[config.mk]
export PLATFORM = sky130hd
export DESIGN_NAME = bqeq_cell
export DESIGN_NICKNAME = d
export VERILOG_FILES = /design/src/rtl/bqeq_pkg.sv /design/src/rtl/bqeq_cell.sv
export SDC_FILE = /design/constraint.sdc
export NUM_CORES = 2
export LEC_CHECK = 0
export ABC_AREA = 1
export BUFFER_PORTS_ARGS = -buffer_cell sky130_fd_sc_hd__buf_2
export CORE_AREA = 5 5 295 297
export CTS_BUF_LIST = sky130_fd_sc_hd__clkbuf_2 sky130_fd_sc_hd__clkbuf_4 sky130_fd_sc_hd__clkbuf_8
export CTS_CLUSTER_DIAMETER = 150
export DETAILED_ROUTE_END_ITERATION = 8
export DIE_AREA = 0 0 300 302
export PLACE_DENSITY = 0.8
export REMOVE_ABC_BUFFERS = 1
export SYNTH_ARGS = -nofsm -noshare
export SYNTH_HDL_FRONTEND = slang
export SYNTH_SLANG_ARGS = --single-unit
[constraint.sdc]
create_clock -name clk -period 12.4 [get_ports clk]
set_input_delay 1.24 -clock clk [delete_from_list [all_inputs] [get_ports clk]]
set_output_delay 1.24 -clock clk [all_outputs]
set_load 0.005 [all_outputs]
[src/rtl/bqeq_pkg.sv]
// Shared constants and types for the biquad cascade equalizer.
// No dependencies.
package bqeq_pkg;
  localparam int BANDS = 10;
  localparam int CHANNELS = 2;
  localparam int SAMPLE_BITS = 24;
  localparam int COEF_BITS = 24;
  localparam int COEF_FRAC_BITS = 20;
  localparam int NCOEF = 5;
  localparam int BAND_W = 4;
  localparam int SEL_W = 3;
  localparam int ACC_W = SAMPLE_BITS + COEF_BITS + 4;

  localparam logic REQ_SAMPLE = 1'b0;
  localparam logic REQ_COEF = 1'b1;

  localparam logic [SEL_W-1:0] SEL_B0 = 3'd0;
  localparam logic [SEL_W-1:0] SEL_B1 = 3'd1;
  localparam logic [SEL_W-1:0] SEL_B2 = 3'd2;
  localparam logic [SEL_W-1:0] SEL_A1 = 3'd3;
  localparam logic [SEL_W-1:0] SEL_A2 = 3'd4;

  typedef logic signed [SAMPLE_BITS-1:0] smp_t;
  typedef logic signed [COEF_BITS-1:0] coef_t;

  // coefficient write broadcast to every cell
  typedef struct packed {
    logic             en;
    logic [BAND_W-1:0] band;
    logic [SEL_W-1:0]  sel;
    coef_t             value;
  } cwr_t;

  // round half up and saturate an accumulator
  function automatic smp_t round_sat(input logic signed [ACC_W-1:0] acc);
    logic signed [ACC_W-1:0] v;
    logic signed [ACC_W-1:0] hi;
    logic signed [ACC_W-1:0] lo;
    v = (acc + (ACC_W'(1) <<< (COEF_FRAC_BITS - 1))) >>> COEF_FRAC_BITS;
    hi = ACC_W'((64'sd1 <<< (SAMPLE_BITS - 1)) - 1);
    lo = -hi - ACC_W'(1);
    if (v > hi) return hi[SAMPLE_BITS-1:0];
    if (v < lo) return lo[SAMPLE_BITS-1:0];
    return v[SAMPLE_BITS-1:0];
  endfunction
endpackage

[src/rtl/bqeq_cell.sv]
// One biquad band: coefficients, per-channel history, one shared MAC.
// Depends on bqeq_pkg.
module bqeq_cell
  import bqeq_pkg::*;
(
  input  logic              clk,
  input  logic              rst,
  input  logic [BAND_W-1:0] band_id,
  input  cwr_t              cwr,
  input  logic              in_valid,
  input  smp_t              in_x,
  input  logic              in_ch,
  output logic              out_valid,
  output smp_t              out_y,
  output logic              out_ch
);
  coef_t coef [NCOEF];
  smp_t  hist [CHANNELS][4];
  logic [NCOEF:0] phase;          // one-hot over the five taps plus finish
  logic busy;
  logic ch;
  smp_t x;
  logic signed [ACC_W-1:0] acc;
  logic signed [ACC_W-1:0] prod;
  logic signed [SAMPLE_BITS+COEF_BITS-1:0] mul;
  logic fb_tap;
  coef_t c_sel;
  smp_t  d_sel;
  smp_t  y;

  always_comb begin
    c_sel = coef[0];
    d_sel = x;
    if (phase[1]) begin c_sel = coef[1]; d_sel = hist[ch][0]; end
    if (phase[2]) begin c_sel = coef[2]; d_sel = hist[ch][1]; end
    if (phase[3]) begin c_sel = coef[3]; d_sel = hist[ch][2]; end
    if (phase[4]) begin c_sel = coef[4]; d_sel = hist[ch][3]; end
    // feedback taps are subtracted from the accumulator
    fb_tap = phase[3] || phase[4];
    mul = c_sel * d_sel;
    prod = ACC_W'(mul);
    y = round_sat(acc);
  end

  always_ff @(posedge clk) begin
    out_valid <= 1'b0;
    if (rst) begin
      busy <= 1'b0;
      phase <= '0;
      for (int i = 0; i < NCOEF; i++) coef[i] <= (i == 0) ? coef_t'(1 << COEF_FRAC_BITS) : '0;
      for (int c = 0; c < CHANNELS; c++)
        for (int k = 0; k < 4; k++) hist[c][k] <= '0;
    end else begin
      if (cwr.en && cwr.band == band_id && cwr.sel <= SEL_A2)
        coef[cwr.sel] <= cwr.value;
      if (!busy && in_valid) begin
        busy <= 1'b1;
        phase <= (NCOEF+1)'(1);
        x <= in_x;
        ch <= in_ch;
        acc <= '0;
      end else if (busy) begin
        if (phase[NCOEF]) begin
          busy <= 1'b0;
          phase <= '0;
          hist[ch][1] <= hist[ch][0];
          hist[ch][0] <= x;
          hist[ch][3] <= hist[ch][2];
          hist[ch][2] <= y;
          out_valid <= 1'b1;
          out_y <= y;
          out_ch <= ch;
        end else begin
          acc <= fb_tap ? acc - prod : acc + prod;
          phase <= phase << 1;
        end
      end
    end
  end

  assert property (@(posedge clk) disable iff (rst) $onehot0(phase));
  assert property (@(posedge clk) disable iff (rst) busy |-> $onehot(phase));
  assert property (@(posedge clk) disable iff (rst) out_valid |-> !busy);
endmodule

==> impl_results.md <==
- Worst EP required: 12940 ps
- CP max stage delay: 710 ps
- Combinational family with the most area after synthesis: adder cells
- Clock-pin slew on the worst setup and hold paths: 60 ps
- Worst R2R Setup Slack: 820 ps
- Largest net degree at the start of global routing: 96
- PortBufs: 89
- Critical path type: reg -> reg
- Clock skew: 75.4 ps
- Sink Count: 423
- Max clock buf depth: 3
- H-tree lvl count: 3
- Compound-Gate Fraction of Synth Area: 6.40%
- Drt via density: 5.63
- Max Transition Viols Final: 0
- Share of layout cells above drive strength 1: 7.73%
- P&R area growth vs syn: 7.47%
- CP Max Fanout: 22
- Die area: 0.0906 mm2
- Most frequent cell on the critical path: nand2_1
- RSZ-0062 raised after global routing: no
- Synthesized cell area: 0.0459 mm2
- Hold Crit Endpoint: phase[0]
- DR vias: 37900
- Root Driver: clkbuf_8
- Critical Path AT: 12120 ps
- YS warnings: 0
- Worst hold slack: 512 ps
- Worst-Margin Slew: 1240 ps
- Row Count: 107
- RR Endpoint: acc[49]
- Library cells used by synthesis: 55
- Starting Density: 54.4%
- Layout Nets: 6449
- Initial antenna violation count: 0
- Gr usage total: 30.7%
- # hold bufs at CTS: 0
- Inserted Clock Buffers: 72
- # diodes: 0
- Endpoints failing setup: 0
- Worst min path class: reg -> reg
- CTS tree: yes
- Core area: 0.0843 mm2
- Status: finished clean
- Slowest-stage cell, CP: nand2_1
- Overflow after GRT: 0
- Initial DRC count: 4014
- # DRC: 0
- DP HPWL: 108 mm
- Post-Synth XOR/XNOR Area: 1.64%
- Hold depth: 2
- Final min period: 11580 ps
- Setup TNS: 0 ps
- Relative slew slack: 17.4%
- First-pass GRT wire length: 217 mm
- Most frequent cells in the layout: 1191 x nand2_1, 1092 x inv_1, 830 x nor2_1, 608 x fa_1, 414 x edfxtp_1
- Number of enable flip-flop cells after synthesis: 414
- Vias in the first global route: 38900
- Reg2reg path depth: 49
- Util after Layout: 58.5%
- Count of state elements after synthesis: 423
- Commonest non-fill, non-tap cell in the layout: nand2_1
- Post-Syn Instances: 5504
- Post-cts resize count: 0
- Post-CTS setup buffer count: 0
- Fin cells: 6729
- Top cell type's share of synthesized area: 27.1%
- Critical Path Start Type: flop
- Total of max-cap violations: 0
- Dpl cells: 6606
- Top post-synthesis cells by area: edfxtp_1 27%, fa_1 27%, nand2_1 9.8%
- Synth Area in Simple Gates: 21.1%
- Fin crit share: 93.4%
- Achievable Freq: 86.4 MHz
- Critical path endpoint category: flop
- Synth area leader: edfxtp_1
- DRT Wirelength: 137 mm
- Adder-cell share of the synthesized area: 31.6%
- Hold wc startpoint: phase[0]
- Routed Antenna Nets: 0
- Per-cell routed wire length: 20.4 um
- Mux share of post-synthesis cell area: 0.981%
- Placer Congestion: 1.05
- Syn_area_per_cell: 8.34 um2
- Hold Violations, Final: 0
- Sequential share of the synthesized area: 27.5%
- Main synth FF type: edfxtp_1
- Die X: 300 um
- Worst-skew pair later-pin latency: 690 ps
- Asr flop ratio synth: 0%
- IO Count: 90
- Die Y: 302 um
- Drt first pass iters: 6
[state kept, by name (all words and copies together), names as in the netlist, named ones only]
signal,cells
out_ch,1
busy,1
out_y,24
acc,52
x,24
out_valid,1
phase,6
ch,1
coef,120
hist,192
[cell type report]
type | count | area, um2
Tap cell | 1090 | 1360
Sequential cell | 423 | 12600
Inverter | 1113 | 4180
Timing Repair Buffer | 207 | 1360
Fill cell | 7310 | 35000
Clock buffer | 92 | 1140
Clock inverter | 31 | 262
Multi-Input combinational cell | 3773 | 28400
[metrics by stage]
step           worst slack, ps  area [um2]
6_report                   823       49300
5_1_grt                    184       49300
3_5_place_dp              1130       47900
4_1_cts                   1110       49300
3_3_place_gp              1160       47900
2_1_floorplan             -465       45100
[cell families (layout without fill, tap and decap cells)]
group           count (synthesis)  count (layout)
fa+ha+maj                     795             795
simple gates                 2369            2369
mux                            45              45
compound gates                479             479
buf+inv                      1308            1443
xor+xnor                       85              85
flops                         423             423
[cells in the mapped netlist (53+ instances only)]
| master | n |
|---|---|
| a21oi_1 | 170 |
| clkbuf_1 | 166 |
| edfxtp_1 | 414 |
| fa_1 | 608 |
| ha_1 | 187 |
| inv_1 | 1092 |
| nand2_1 | 1194 |
| nand3_1 | 165 |
| nor2_1 | 834 |
| nor3_1 | 53 |
| o21ai_0 | 109 |
| xor2_1 | 59 |
[worst max path at each step]
| stage | from | endpoint | slack, ps | cells past startpoint |
|---|---|---|---|---|
| after floorplan | flop | acc[51] | -470 | 46 |
| after global placement | phase[4] | acc[51] | 1160 | 45 |
| after detailed placement | flop | acc[51] | 1130 | 47 |
| after CTS | flop | acc[49] | 1110 | 49 |
| after global routing | flop | acc[51] | 180 | 47 |
| final | flop | acc[49] | 820 | 49 |
[routing by layer]
| layer | share of wire, % | global-route usage, % |
|---|---|---|
| met5 | 0 | 0 |
| met4 | 4.9 | 12.5 |
| met3 | 11 | 7.13 |
| met2 | 46 | 49.3 |
| met1 | 39 | 40.9 |
[worst max-delay path: cells and delay by family (launching register included)]
kind | cells | cell delay, ps
AOI/OAI and AO/OA | 11 | 2070
adders and majority gates | 9 | 4370
muxes | 1 | 400
xor gates and xnor gates | 1 | 400
and+or+nand+nor | 18 | 2760
DFF | 1 | 510
buffers and inverters | 9 | 880
Power is left out: the tool's default activity adds up to more than one toggle a clock period on the data nets, which glitch-free logic cannot reach.
